File: config.mk
export PLATFORM = sky130hd
export DESIGN_NAME = lef_lap
export DESIGN_NICKNAME = d
export VERILOG_FILES = /design/src/rtl/lef_pkg.sv /design/src/rtl/lef_lap.sv
export SDC_FILE = /design/constraint.sdc
export NUM_CORES = 1
export LEC_CHECK = 0
export BUFFER_PORTS_ARGS = -buffer_cell sky130_fd_sc_hd__buf_2
export CAP_MARGIN = 20
export CORE_ASPECT_RATIO = 0.75
export CORE_MARGIN = 8
export CORE_UTILIZATION = 45
export DETAILED_ROUTE_END_ITERATION = 16
export PLACE_DENSITY = 0.78
export SLEW_MARGIN = 10
export SYNTH_ARGS = -nofsm -noshare
export SYNTH_HDL_FRONTEND = slang
export SYNTH_SLANG_ARGS = --single-unit
File: constraint.sdc
create_clock -name vclk -period 8.9
set_clock_uncertainty 0.1 [all_clocks]
set_input_delay 0.445 -clock vclk [all_inputs]
set_output_delay 0.445 -clock vclk [all_outputs]
set_load 0.01 [all_outputs]
File: src/rtl/lef_pkg.sv
package lef_pkg;

    localparam int CH_W      = 8;    // one color channel
    localparam int CFG_W     = 12;   // image size registers
    localparam int COORD_W   = 11;   // reported centre coordinates
    localparam int CFG_IDX_W = 1;
    localparam int MIN_DIM   = 3;    // smallest usable width / height

    localparam logic [CFG_W-1:0] WIDTH_RST  = 12'd640;
    localparam logic [CFG_W-1:0] HEIGHT_RST = 12'd480;
    localparam logic [CH_W-1:0]  CH_MAX     = 8'hFF;

    typedef enum logic [CFG_IDX_W-1:0] {
        CFG_IMAGE_WIDTH  = 1'b0,
        CFG_IMAGE_HEIGHT = 1'b1
    } t_cfg_idx;

    typedef struct packed {
        logic [CH_W-1:0] red;
        logic [CH_W-1:0] green;
        logic [CH_W-1:0] blue;
    } t_pix;

    // one window column, three rows
    typedef struct packed {
        t_pix upper;
        t_pix middle;
        t_pix lower;
    } t_column;

    // one line-store word: both stored rows at the same column
    typedef struct packed {
        t_pix upper;
        t_pix middle;
    } t_line;

    localparam int LINE_W = $bits(t_line);

endpackage

File: src/rtl/lef_lap.sv
module lef_lap (
    input  logic [lef_pkg::CH_W-1:0] i_up,
    input  logic [lef_pkg::CH_W-1:0] i_left,
    input  logic [lef_pkg::CH_W-1:0] i_centre,
    input  logic [lef_pkg::CH_W-1:0] i_right,
    input  logic [lef_pkg::CH_W-1:0] i_down,
    output logic [lef_pkg::CH_W-1:0] o_result
);

    import lef_pkg::*;

    localparam int SUM_W = CH_W + 3;

    logic [SUM_W-1:0] pos;
    logic [SUM_W-1:0] neg;
    logic [SUM_W-1:0] diff;

    always_comb begin
        // 4 * centre
        pos  = {1'b0, i_centre, 2'b00};
        neg  = SUM_W'(i_up) + SUM_W'(i_down) + SUM_W'(i_left) + SUM_W'(i_right);
        diff = pos - neg;
        if (pos <= neg) begin
            o_result = '0;
        end else if (diff > SUM_W'(CH_MAX)) begin
            o_result = CH_MAX;
        end else begin
            o_result = diff[CH_W-1:0];
        end
    end

endmodule

==> reports/summary.md <==
The number of antenna diodes in the final layout is 0. The largest net degree at the start of global routing is 9. Class of the most critical hold timing path: input pin to output port. For this configuration, the core starts out at a cell density of 48.2%. The layout has 0 clock buffers. After synthesis, flip-flops and latches occupy 0% of the total area. After detailed placement, the design holds a cell count of 234. The max-slew violation count was 0; the total number of nets in the final design was 275. The run gives 154 um as the detailed-routed wire length on met3. The tools report the post-cts resize count as 0.

The detailed placement HPWL came out at 2420 um. The total wirelength of the detailed-routed design was 2550 um; the reported net switching power was 0.000263 W. Dividing the synthesized area by the synthesized cell count gives 8.49 um^2.

The run gives 0 as the global route total overflow. In the global route stage, overall resource usage came out at 10.7%. The die is 77.4 um wide.

The worst hold path begins at i_down[0]. In the final routed layout, each cell accounts on average for 10.9 um. Setup repair after global routing left no endpoint under its margin.

The tools report the cts-stage hold buffer count as 0. In this run the top signal layer used is met3. After filler insertion, the fill cell instance count of the layout stands at 266. Number of global-route vias before repair: 1087. The run gives 0.148 mV as the maximum VDD drop. The arrival time of data at the critical path endpoint was 4.66 ns. The worst hold path terminates at o_result[0]. The logs give 1560 um^2 for the instance area after placement and 225 for the total nets after synthesis. The power per cell area is 303 nW/um^2. The first global-routing pass estimated 4460 um of wire.

Synthesis produced 150 cells. Worst hold path cell count: 5. The cell-internal power is 0.000209 W. Once detail routing completed, the nets flagged for antenna violations numbered 0.

For the post-detailed-route DRC marker count, the log shows 0. In the layout the commonest cells are sky130_fd_sc_hd__buf_2, sky130_fd_sc_hd__inv_1, sky130_fd_sc_hd__ha_1. In the finished design, the share of the clock period the worst path needs comes to 58.5%. The number of max-cap violations was 0; the synthesis-to-layout area growth was 22.4%. For the initial antenna violation count, the log shows 0. Leaving out filler cells and counting taps, the final layout contains 234.

The sort of element at the end of the critical path was an output port. The worst pin sits at a relative slew slack of 61.9%. For the DRC violation total after the first TritonRoute iteration, the log shows 39.

For the worst setup path, the data required time is 8.36 ns. Number of endpoints failing setup at the final stage: 0. The count of buffers added on input and output ports is 48. Yosys printed 0 warnings.

The number of vias per cell was 4.78; the iteration count of the initial detailed-routing pass was 4. After layout, the minimum clock period comes to 5.21 ns. Routability-driven placement finished with a final weighted congestion of 0.860. The run gives 4810 um^2 as the die outline area. The run finished with clean final reports.

Leaving out fill and tap cells, the most frequent cell in the layout is sky130_fd_sc_hd__buf_2. After routing the design area is 1560 um^2. Detailed routing inserted a total of 1119 vias. In this run, distinct cell masters in the synthesized netlist total 32.

The number of hold-slack violations in the final timing report was 0; the final-layout setup total negative slack was 0 ns. The die is 62.1 um tall. In this run, the combinational gates consume 100.0% of the power. The tools report the area taken by flip-flops and latches as 0 um^2. The tools report the core area as 2640 um^2. Of the cells placed in the final design, the portion with a size suffix greater than 1 is 30.3%. The clock network burns 0% of the power. In the finished design the tool counted flip-flops and latches totalling 0. The maximum fanout along the worst path is 8. In this run the count of I/O pins placed on the die edge is 48. The startpoint type of the worst setup path was an input pin. The met2 wire length came out at 1160 um. Post-CTS timing repair inserted 0 buffers for setup. Timing would allow up to 192 MHz. The critical path start-end classification is input pin to output port. The detailed router put a total of 1240 um of wire on met1.

Cell area after synthesis: 1270 um^2. For the pin with the worst max-slew slack, the measured transition is 0.572 ns. The logs give 16 for the number of placement rows and 0% for the sequential fraction of design power.

Of the total power, the share spent switching nets is 55.8%. For this design the static power due to leakage is 0.885 nW.
[worst max-delay path, stage by stage]
cell and delay [ns]:
sky130_fd_sc_hd__buf_2 0.07, sky130_fd_sc_hd__inv_1 0.04, sky130_fd_sc_hd__fa_1 0.53, sky130_fd_sc_hd__inv_1 0.05
sky130_fd_sc_hd__fa_1 0.45, sky130_fd_sc_hd__ha_1 0.24, sky130_fd_sc_hd__fa_1 0.41, sky130_fd_sc_hd__a21o_1 0.19
sky130_fd_sc_hd__a21oi_1 0.21, sky130_fd_sc_hd__o21bai_1 0.08, sky130_fd_sc_hd__a21o_1 0.20, sky130_fd_sc_hd__xnor2_1 0.13
sky130_fd_sc_hd__ha_1 0.36, sky130_fd_sc_hd__a21oi_1 0.21, sky130_fd_sc_hd__o211ai_1 0.11, sky130_fd_sc_hd__nand2_1 0.08
sky130_fd_sc_hd__xor2_1 0.47, sky130_fd_sc_hd__a41oi_1 0.18, sky130_fd_sc_hd__buf_2 0.18
[cells by family after synthesis]
kind of cell,synth area share [%]
adders and majority gates,43.8
xor gates and xnor gates,8.25
buffers and inverters,13.0
AOI/OAI and AO/OA,23.9
and+or+nand+nor,11.1
[per-layer routing]
| metal | track usage [%] | vias to the layer above |
|---|---|---|
| met5 | 0 | - |
| met4 | 0 | 0 |
| met3 | 2.16 | 0 |
| met2 | 18.5 | 32 |
| met1 | 14.5 | 496 |
| li1 | - | 591 |
[power by group through the flow]
stage          Sequential (W)  Clock [W]  Combinational (W)
2_1_floorplan               0          0           0.000374
3_3_place_gp                0          0           0.000469
3_5_place_dp                0          0           0.000474
4_1_cts                     0          0           0.000476
5_1_grt                     0          0           0.000532
6_report                    0          0           0.000472
[final cells by class]
| type | count | area, um^2 | area share [%] |
|---|---|---|---|
| multi-input combinational | 106 | 1110 | 71.1 |
| inverter | 44 | 165 | 10.6 |
| timing repair buffer | 48 | 240 | 15.4 |
| tap | 36 | 45.0 | 2.89 |
[synth_stat cells]
| master | number | share of area (%) |
|---|---|---|
| sky130_fd_sc_hd__inv_1 | 44 | 13 |
| sky130_fd_sc_hd__ha_1 | 19 | 19 |
| sky130_fd_sc_hd__fa_1 | 16 | 25 |
| sky130_fd_sc_hd__a21oi_1 | 9 | 3.5 |
| sky130_fd_sc_hd__a31oi_1 | 8 | 3.9 |
| sky130_fd_sc_hd__nor2_1 | 8 | 2.4 |
| sky130_fd_sc_hd__xor2_1 | 8 | 5.5 |
| sky130_fd_sc_hd__nand2_1 | 6 | 1.8 |
| sky130_fd_sc_hd__a21o_1 | 4 | 2.4 |
| sky130_fd_sc_hd__xnor2_1 | 4 | 2.8 |
| sky130_fd_sc_hd__o21ai_0 | 3 | 1.2 |
| sky130_fd_sc_hd__a211oi_1 | 1 | 0.59 |
| sky130_fd_sc_hd__a21o_2 | 1 | 0.69 |
| sky130_fd_sc_hd__a2bb2oi_4 | 1 | 2.1 |
| sky130_fd_sc_hd__a41oi_1 | 1 | 0.69 |
| sky130_fd_sc_hd__and4_2 | 1 | 0.79 |
| sky130_fd_sc_hd__and4bb_2 | 1 | 0.98 |
| sky130_fd_sc_hd__nand4_1 | 1 | 0.49 |
| sky130_fd_sc_hd__nor2b_2 | 1 | 0.69 |
| sky130_fd_sc_hd__nor3_1 | 1 | 0.39 |
| sky130_fd_sc_hd__nor3b_1 | 1 | 0.59 |
| sky130_fd_sc_hd__nor3b_4 | 1 | 1.5 |
| sky130_fd_sc_hd__o211ai_1 | 1 | 0.59 |
| sky130_fd_sc_hd__o21ai_2 | 1 | 0.69 |
| sky130_fd_sc_hd__o21ai_4 | 1 | 1.3 |
| sky130_fd_sc_hd__o21bai_1 | 1 | 0.59 |
| sky130_fd_sc_hd__o2bb2ai_1 | 1 | 0.69 |
| sky130_fd_sc_hd__o2bb2ai_4 | 1 | 2.2 |
| sky130_fd_sc_hd__o41ai_1 | 1 | 0.69 |
| sky130_fd_sc_hd__o41ai_4 | 1 | 2.2 |
| sky130_fd_sc_hd__or2b_2 | 1 | 0.69 |
| sky130_fd_sc_hd__or3_4 | 1 | 0.88 |
[stage by stage]
step,hold WS [ns],total power (W),setup slack [ns],utilization [%]
detailed placement,1.42,0.000474,3.71,59.0
global route,1.47,0.000532,3.34,59.0
global placement,1.40,0.000469,3.77,59.0
CTS,1.42,0.000476,3.69,59.0
finish,1.41,0.000472,3.69,59.0
floorplan,1.21,0.000374,4.13,-
[how the worst max path moves through the flow]
stage | endpoint | depth (start not counted) | from
final | o_result[7] | 19 | i_up[1]
after global routing | o_result[7] | 19 | i_up[1]
after CTS | o_result[7] | 19 | i_up[1]
after detailed placement | o_result[7] | 19 | i_up[1]
after global placement | o_result[7] | 18 | i_up[1]
after floorplan | o_result[7] | 17 | i_up[1]
No activity file was read; power rests on OpenSTA's default activity.
