===== src/rtl/lef_pkg.sv =====
package lef_pkg;

    localparam int CH_W      = 8;    // one color channel
    localparam int CFG_W     = 12;   // image size registers
    localparam int COORD_W   = 11;   // reported centre coordinates
    localparam int CFG_IDX_W = 1;
    localparam int MIN_DIM   = 3;    // smallest usable width / height

    localparam logic [CFG_W-1:0] WIDTH_RST  = 12'd640;
    localparam logic [CFG_W-1:0] HEIGHT_RST = 12'd480;
    localparam logic [CH_W-1:0]  CH_MAX     = 8'hFF;

    typedef enum logic [CFG_IDX_W-1:0] {
        CFG_IMAGE_WIDTH  = 1'b0,
        CFG_IMAGE_HEIGHT = 1'b1
    } t_cfg_idx;

    typedef struct packed {
        logic [CH_W-1:0] red;
        logic [CH_W-1:0] green;
        logic [CH_W-1:0] blue;
    } t_pix;

    // one window column, three rows
    typedef struct packed {
        t_pix upper;
        t_pix middle;
        t_pix lower;
    } t_column;

    // one line-store word: both stored rows at the same column
    typedef struct packed {
        t_pix upper;
        t_pix middle;
    } t_line;

    localparam int LINE_W = $bits(t_line);

endpackage


===== src/rtl/lef_col_cell.sv =====
module lef_col_cell (
    input  logic             i_clk,
    input  logic             i_shift,
    input  lef_pkg::t_column i_column,
    output lef_pkg::t_column o_column
);

    import lef_pkg::*;

    t_column r_column;

    // takes the neighbor's column on every window shift
    always_ff @(posedge i_clk) begin
        if (i_shift) begin
            r_column <= i_column;
        end
    end

    assign o_column = r_column;

endmodule


===== config.mk =====
export PLATFORM = sky130hd
export DESIGN_NAME = lef_col_cell
export DESIGN_NICKNAME = d
export VERILOG_FILES = /design/src/rtl/lef_pkg.sv /design/src/rtl/lef_col_cell.sv
export SDC_FILE = /design/constraint.sdc
export NUM_CORES = 1
export LEC_CHECK = 0
export BUFFER_PORTS_ARGS = -buffer_cell sky130_fd_sc_hd__buf_2
export CAP_MARGIN = 25
export CORE_MARGIN = 3
export CORE_UTILIZATION = 25
export CTS_CLUSTER_SIZE = 24
export DETAILED_ROUTE_END_ITERATION = 10
export PLACE_DENSITY = 0.53
export SYNTH_ARGS = -nofsm -noshare
export SYNTH_HDL_FRONTEND = slang
export SYNTH_SLANG_ARGS = --single-unit

===== constraint.sdc =====
create_clock -name i_clk -period 0.8 [get_ports i_clk]
set_input_delay 0.08 -clock i_clk [delete_from_list [all_inputs] [get_ports i_clk]]
set_output_delay 0.08 -clock i_clk [all_outputs]
set_load 0.02 [all_outputs]

==> results_dict.tcl, run 1 <==
set metrics [dict create \
    worst_setup_path_start_kind "flop" \
    status "finished, violations left" \
    worst_hold_path_type "in -> reg" \
    fillerInstances 707 \
    io_pins 146 \
    setup_repair_after_global_routing_missed_its_margin "yes" \
    ys_seq_area_share_pct 100 \
    syn_to_final_growth_pct 97.3 \
    pwr-share-clk_pct 33.3 \
    crit_buf_inv 1 \
    seq_area_sq_um 2160 \
    drtAntennaViolNets 0 \
    dp_worst_setup_slack_ns 0.00825 \
    synthesized_cell_area_sq_um 2160 \
    netSwitchingFraction_pct 22.6 \
    initial_cell_density_of_the_core_pct 26.1 \
    arrival_time_of_the_worst_setup_path_ns 0.89 \
    fraction_of_the_mapped_netlist_area_in_compound_gates_pct 0 \
    violations "setup timing" \
    synth.net_count 146 \
    critical_path.slowest_cell "sky130_fd_sc_hd__edfxtp_1" \
    p_sw_mw 2.04 \
    post-cts-setup-buffers 0 \
    clock_tree.root_cell "sky130_fd_sc_hd__clkbuf_8" \
    number_of_buffer_cells_added_on_primary_ports 145 \
    power_per_cell_area_nw_per_um2 2110 \
    slew_headroom_pct 85.9 \
    layout.cells.most_common_list "sky130_fd_sc_hd__buf_2, sky130_fd_sc_hd__dlygate4sd3_1, sky130_fd_sc_hd__edfxtp_1, sky130_fd_sc_hd__buf_6, sky130_fd_sc_hd__clkbuf_8" \
    internal_power_mw 6.97 \
    flop_pwr_share_pct 51.0 \
    vias 1599 \
    fin_nets 376 \
    synthSimpleGateAreaFrac_pct 0 \
    cp_top_delay_family "flip-flops" \
    max-clock-path-buffers 2 \
    drt_pass1_iterations 4 \
    wl_per_cell_microns 13.4 \
    drv.max_cap_violation_count 0 \
    timing.final.setup_violations 72 \
    cts_sinks 72 \
    place.gp.congestion 0.689 \
    timing.critical_path.required_ns 0.72 \
    grt_util_all_layers_pct 10.9 \
    antenna_found_initial 0 \
    post_synth_inst_count 72 \
    cts_htree_levels 3 \
    first_global_vias 1704 \
    floorplan.die.height_microns 99.0 \
    wirelength_microns 5510 \
    critical_path.max_stage_delay_ns 0.41 \
    tritoncts "built" \
    layout-drive-gt1-share_pct 52.1 \
    cells_along_the_critical_path "buf_6" \
    maxClockFrequency_mhz 1030 \
    die_x_microns 99.0 \
    postSynthAreaPerCell_sq_um 30.0 \
    std_cell_rows 33 \
    grt_pass1_wl_microns 8020 \
    share_of_synthesized_area_spent_on_multiplexers_pct 0 \
    most_common_library_cell_in_the_layout_ignoring_fill_and_taps "sky130_fd_sc_hd__buf_2" \
    design_power_total_mw 9.00 \
    ys.warnings.count 0 \
    vdd_drop_max_mv 1.17 \
    core_area_sq_um 8300 \
    num_antenna_cells 0 \
    ys_ff_latch 72 \
    grt.overflow.total 0 \
    worstSetupPathType "reg -> out" \
    final_count_of_hold_timing_violations 0 \
    die_area_sq_um 9800 \
    post_synthesis_share_of_cell_area_spent_on_full_adders_half_adders_and_majority_gates_pct 0 \
    power.static_leakage_nw 1.79 \
    postLayoutSetupSlackWorst_ns -0.171 \
    n_multi_input_combinational_cell 0 \
    grt_start_max_net_pins 40 \
    detailedRoute.firstIterationViolations 48 \
    power.combinational.fraction_pct 15.7 \
    post-route-drc-count 0 \
    vias_per_cell 3.88 \
    critical_path.endpoint_type "primary output" \
    finalCriticalPeriod_ns 0.971 \
    timing_max_transition_violations_final 0 \
    tightestPinTransition_ns 0.211 \
    area_taken_by_multi_input_logic_gates_sq_um 0 \
    cts_made_buffers 9 \
    post_synth_num_cell_types 1 \
    worstPathMaxFanout 1 \
    post-route-period-util_pct 121 \
    clk_pin_slew_worst_paths_ns 0.07 \
    synth-xor-area-share_pct 0 \
    largest_register_ffs 72 \
]
## power groups by stage
stage	Clock [mW]	Combinational (mW)	Sequential (mW)
6_report	3.00	1.41	4.59
5_1_grt	3.29	1.49	4.62
4_1_cts	3.11	1.30	4.56
3_5_place_dp	0	0.945	4.63
3_3_place_gp	0	0.937	4.62
2_1_floorplan	0	0	5.04
## area by class of cell
class                 instances  share of cell area (%)
Clock buffer                  9                    2.90
Sequential cell              72                    50.7
Clock inverter                7                    2.02
Timing Repair Buffer        219                    41.3
Tap cell                    105                    3.08
## stage by stage
| stage | area (sq um) | cells | TNS, ns | hold WS [ns] | util, % |
|---|---|---|---|---|---|
| 3_3_place_gp | 3060 | 324 | 0 | 0.256 | 36.9 |
| 3_5_place_dp | 3060 | 324 | 0 | 0.258 | 36.9 |
| 4_1_cts | 4100 | 412 | -11.63 | 0.228 | 49.4 |
| 5_1_grt | 4270 | 412 | -13.60 | 0.228 | 51.4 |
| 2_1_floorplan | 2160 | 72 | 0 | 0.179 | - |
| 6_report | 4270 | 412 | -10.01 | 0.245 | 51.4 |
## metal layers
metal  vias up  GRT usage (%)  wire length, microns
met4         0           5.36                    82
met2        81           19.1                  2990
li1        752              -                     -
met1       759           11.2                  1940
met5         -              0                     0
met3         7           4.60                   494
## cell families after synthesis
family,after synthesis
flops,72
## synth_stat cells (all sizes together)
library cell,instances,area [sq um]
edfxtp,72,2160
## final timing paths
check	cells after the start	end	slack, ns	startpoint
setup / recovery	1	o_column[9]	-0.17	o_column[9]
hold / removal	2	o_column[31]	0.24	i_shift
## timing repair
action	in CTS	in global routing
hold endpoints to repair	72	0
gates resized for setup	36	52
cloned	0	0
setup endpoints to repair	72	72
hold buffers	72	0
Note: power is estimated with default switching activity, not from simulation.
==> inputs of run 2 (changes only) <==
--- a/config.mk
+++ b/config.mk
@@ -7,6 +7,7 @@
 export LEC_CHECK = 0
 export BUFFER_PORTS_ARGS = -buffer_cell sky130_fd_sc_hd__buf_2
 export CAP_MARGIN = 25
+export CORE_ASPECT_RATIO = 0.6
 export CORE_MARGIN = 3
 export CORE_UTILIZATION = 25
 export CTS_CLUSTER_SIZE = 24
==> results_dict.tcl, run 2 (synthesized netlist as in run 1, its figures left out) <==
set metrics [dict create \
    status "finished, violations left" \
    violations "setup timing" \
    number_of_buffer_cells_added_on_primary_ports 145 \
    final_count_of_hold_timing_violations 0 \
    floorplan.die.height_microns 78.0 \
    detailedRoute.firstIterationViolations 42 \
    worstSetupPathType "reg -> out" \
    grt.overflow.total 0 \
    wl_per_cell_microns 13.7 \
    area_taken_by_multi_input_logic_gates_sq_um 0 \
    post-route-drc-count 0 \
    vdd_drop_max_mv 1.32 \
    setup_repair_after_global_routing_missed_its_margin "yes" \
    postLayoutSetupSlackWorst_ns -0.173 \
    cts_sinks 72 \
    wirelength_microns 5690 \
    most_common_library_cell_in_the_layout_ignoring_fill_and_taps "sky130_fd_sc_hd__buf_2" \
    layout.cells.most_common_list "sky130_fd_sc_hd__buf_2, sky130_fd_sc_hd__dlygate4sd3_1, sky130_fd_sc_hd__edfxtp_1, sky130_fd_sc_hd__buf_6, sky130_fd_sc_hd__clkbuf_16" \
    n_multi_input_combinational_cell 0 \
    dp_worst_setup_slack_ns 0.00642 \
    arrival_time_of_the_worst_setup_path_ns 0.89 \
    fillerInstances 657 \
    syn_to_final_growth_pct 103 \
    cts_htree_levels 3 \
    timing_max_transition_violations_final 0 \
    place.gp.congestion 0.734 \
    crit_buf_inv 1 \
    max-clock-path-buffers 2 \
    timing.critical_path.required_ns 0.72 \
    critical_path.max_stage_delay_ns 0.42 \
    hpwlAfterDp_microns 3610 \
    io_pins 146 \
    cts_made_buffers 9 \
    worst_setup_path_start_kind "flop" \
    initial_cell_density_of_the_core_pct 26.6 \
    worst_hold_path_type "in -> reg" \
    drt_pass1_iterations 4 \
    critical_path.slowest_cell "sky130_fd_sc_hd__edfxtp_1" \
    cp_top_delay_family "flip-flops" \
    power.static_leakage_nw 1.85 \
    die_x_microns 126 \
    layout-drive-gt1-share_pct 52.4 \
    drtAntennaViolNets 0 \
    first_global_vias 1728 \
    largest_register_ffs 72 \
    num_antenna_cells 0 \
    finalCriticalPeriod_ns 0.973 \
    power_per_cell_area_nw_per_um2 2220 \
    std_cell_rows 25 \
    tritoncts "built" \
    core_area_sq_um 8130 \
    clock_tree.root_cell "sky130_fd_sc_hd__clkbuf_16" \
    vias_per_cell 3.82 \
    timing.final.setup_violations 72 \
    final_util_pct 54.0 \
    antenna_found_initial 0 \
    critical_path.endpoint_type "primary output" \
    slew_headroom_pct 87.0 \
    fin_nets 377 \
    vias 1585 \
    drv.max_cap_violation_count 0 \
    die_area_sq_um 9840 \
    grt_util_all_layers_pct 11.4 \
    grt_start_max_net_pins 37 \
    tightestPinTransition_ns 0.195 \
    cells_along_the_critical_path "buf_6" \
    worstPathMaxFanout 1 \
    post-route-period-util_pct 122 \
    post-cts-setup-buffers 0 \
    maxClockFrequency_mhz 1030 \
    grt_pass1_wl_microns 8450 \
    clk_pin_slew_worst_paths_ns 0.05 \
]
## run 2: changes by cell type in the layout (fill, tap and decap cells not counted)
cell,previous run,this run
sky130_fd_sc_hd__clkbuf_16,0,9
sky130_fd_sc_hd__buf_4,0,1
sky130_fd_sc_hd__clkbuf_1,0,1
sky130_fd_sc_hd__buf_2,101,93
sky130_fd_sc_hd__clkbuf_8,9,0
sky130_fd_sc_hd__buf_6,44,52
sky130_fd_sc_hd__bufinv_16,2,1
sky130_fd_sc_hd__clkinv_2,0,3
sky130_fd_sc_hd__clkinvlp_4,2,0
sky130_fd_sc_hd__clkinv_1,3,1
## run 2: path summary, 6_finish.rpt
path / startpoint / to / slack (ns) / cells past startpoint
min: i_shift / o_column[49] / 0.19 / 2
max: o_column[31] / o_column[31] / -0.17 / 1
## run 2: power by group
group | internal, mW | switching, mW | total [mW]
clock | 2.36 | 1.33 | 3.70
sequential | 4.50 | 0.121 | 4.62
combinational | 0.798 | 0.657 | 1.45
## run 2: through the flow
| stage | total power [mW] | area (sq um) | setup TNS [ns] | hold slack [ns] | cells |
|---|---|---|---|---|---|
| after floorplan | 5.04 | 2160 | 0 | 0.179 | 72 |
| after CTS | 9.73 | 4210 | -10.11 | 0.173 | 415 |
| after global placement | 5.57 | 3070 | 0 | 0.257 | 328 |
| after detailed placement | 5.58 | 3070 | 0 | 0.258 | 328 |
| final | 9.77 | 4390 | -8.84 | 0.192 | 415 |
| after global routing | 10.2 | 4390 | -11.92 | 0.187 | 415 |
## run 2: cell type report
class	instances	area [sq um]	area share [%]
clock inverter	5	48.8	1.11
tap	108	135	3.08
sequential	72	2160	49.2
timing repair buffer	220	1820	41.4
clock buffer	10	229	5.21
## run 2: timing repair
item                                    4_1_cts  5_1_grt
endpoints found under the setup margin       72       72
gates resized for setup                      44       61
gates cloned                                  0        0
hold buffers                                 72        0
hold endpoints to repair                     72        0
## run 2: metal layers
metal  wire (microns)  global-route usage (%)  up-vias
met1             2310                    13.5      724
met4               43                    2.89        0
met3              767                    7.95        7
li1                 -                       -      754
met5                0                       0        -
met2             2570                    17.0      100
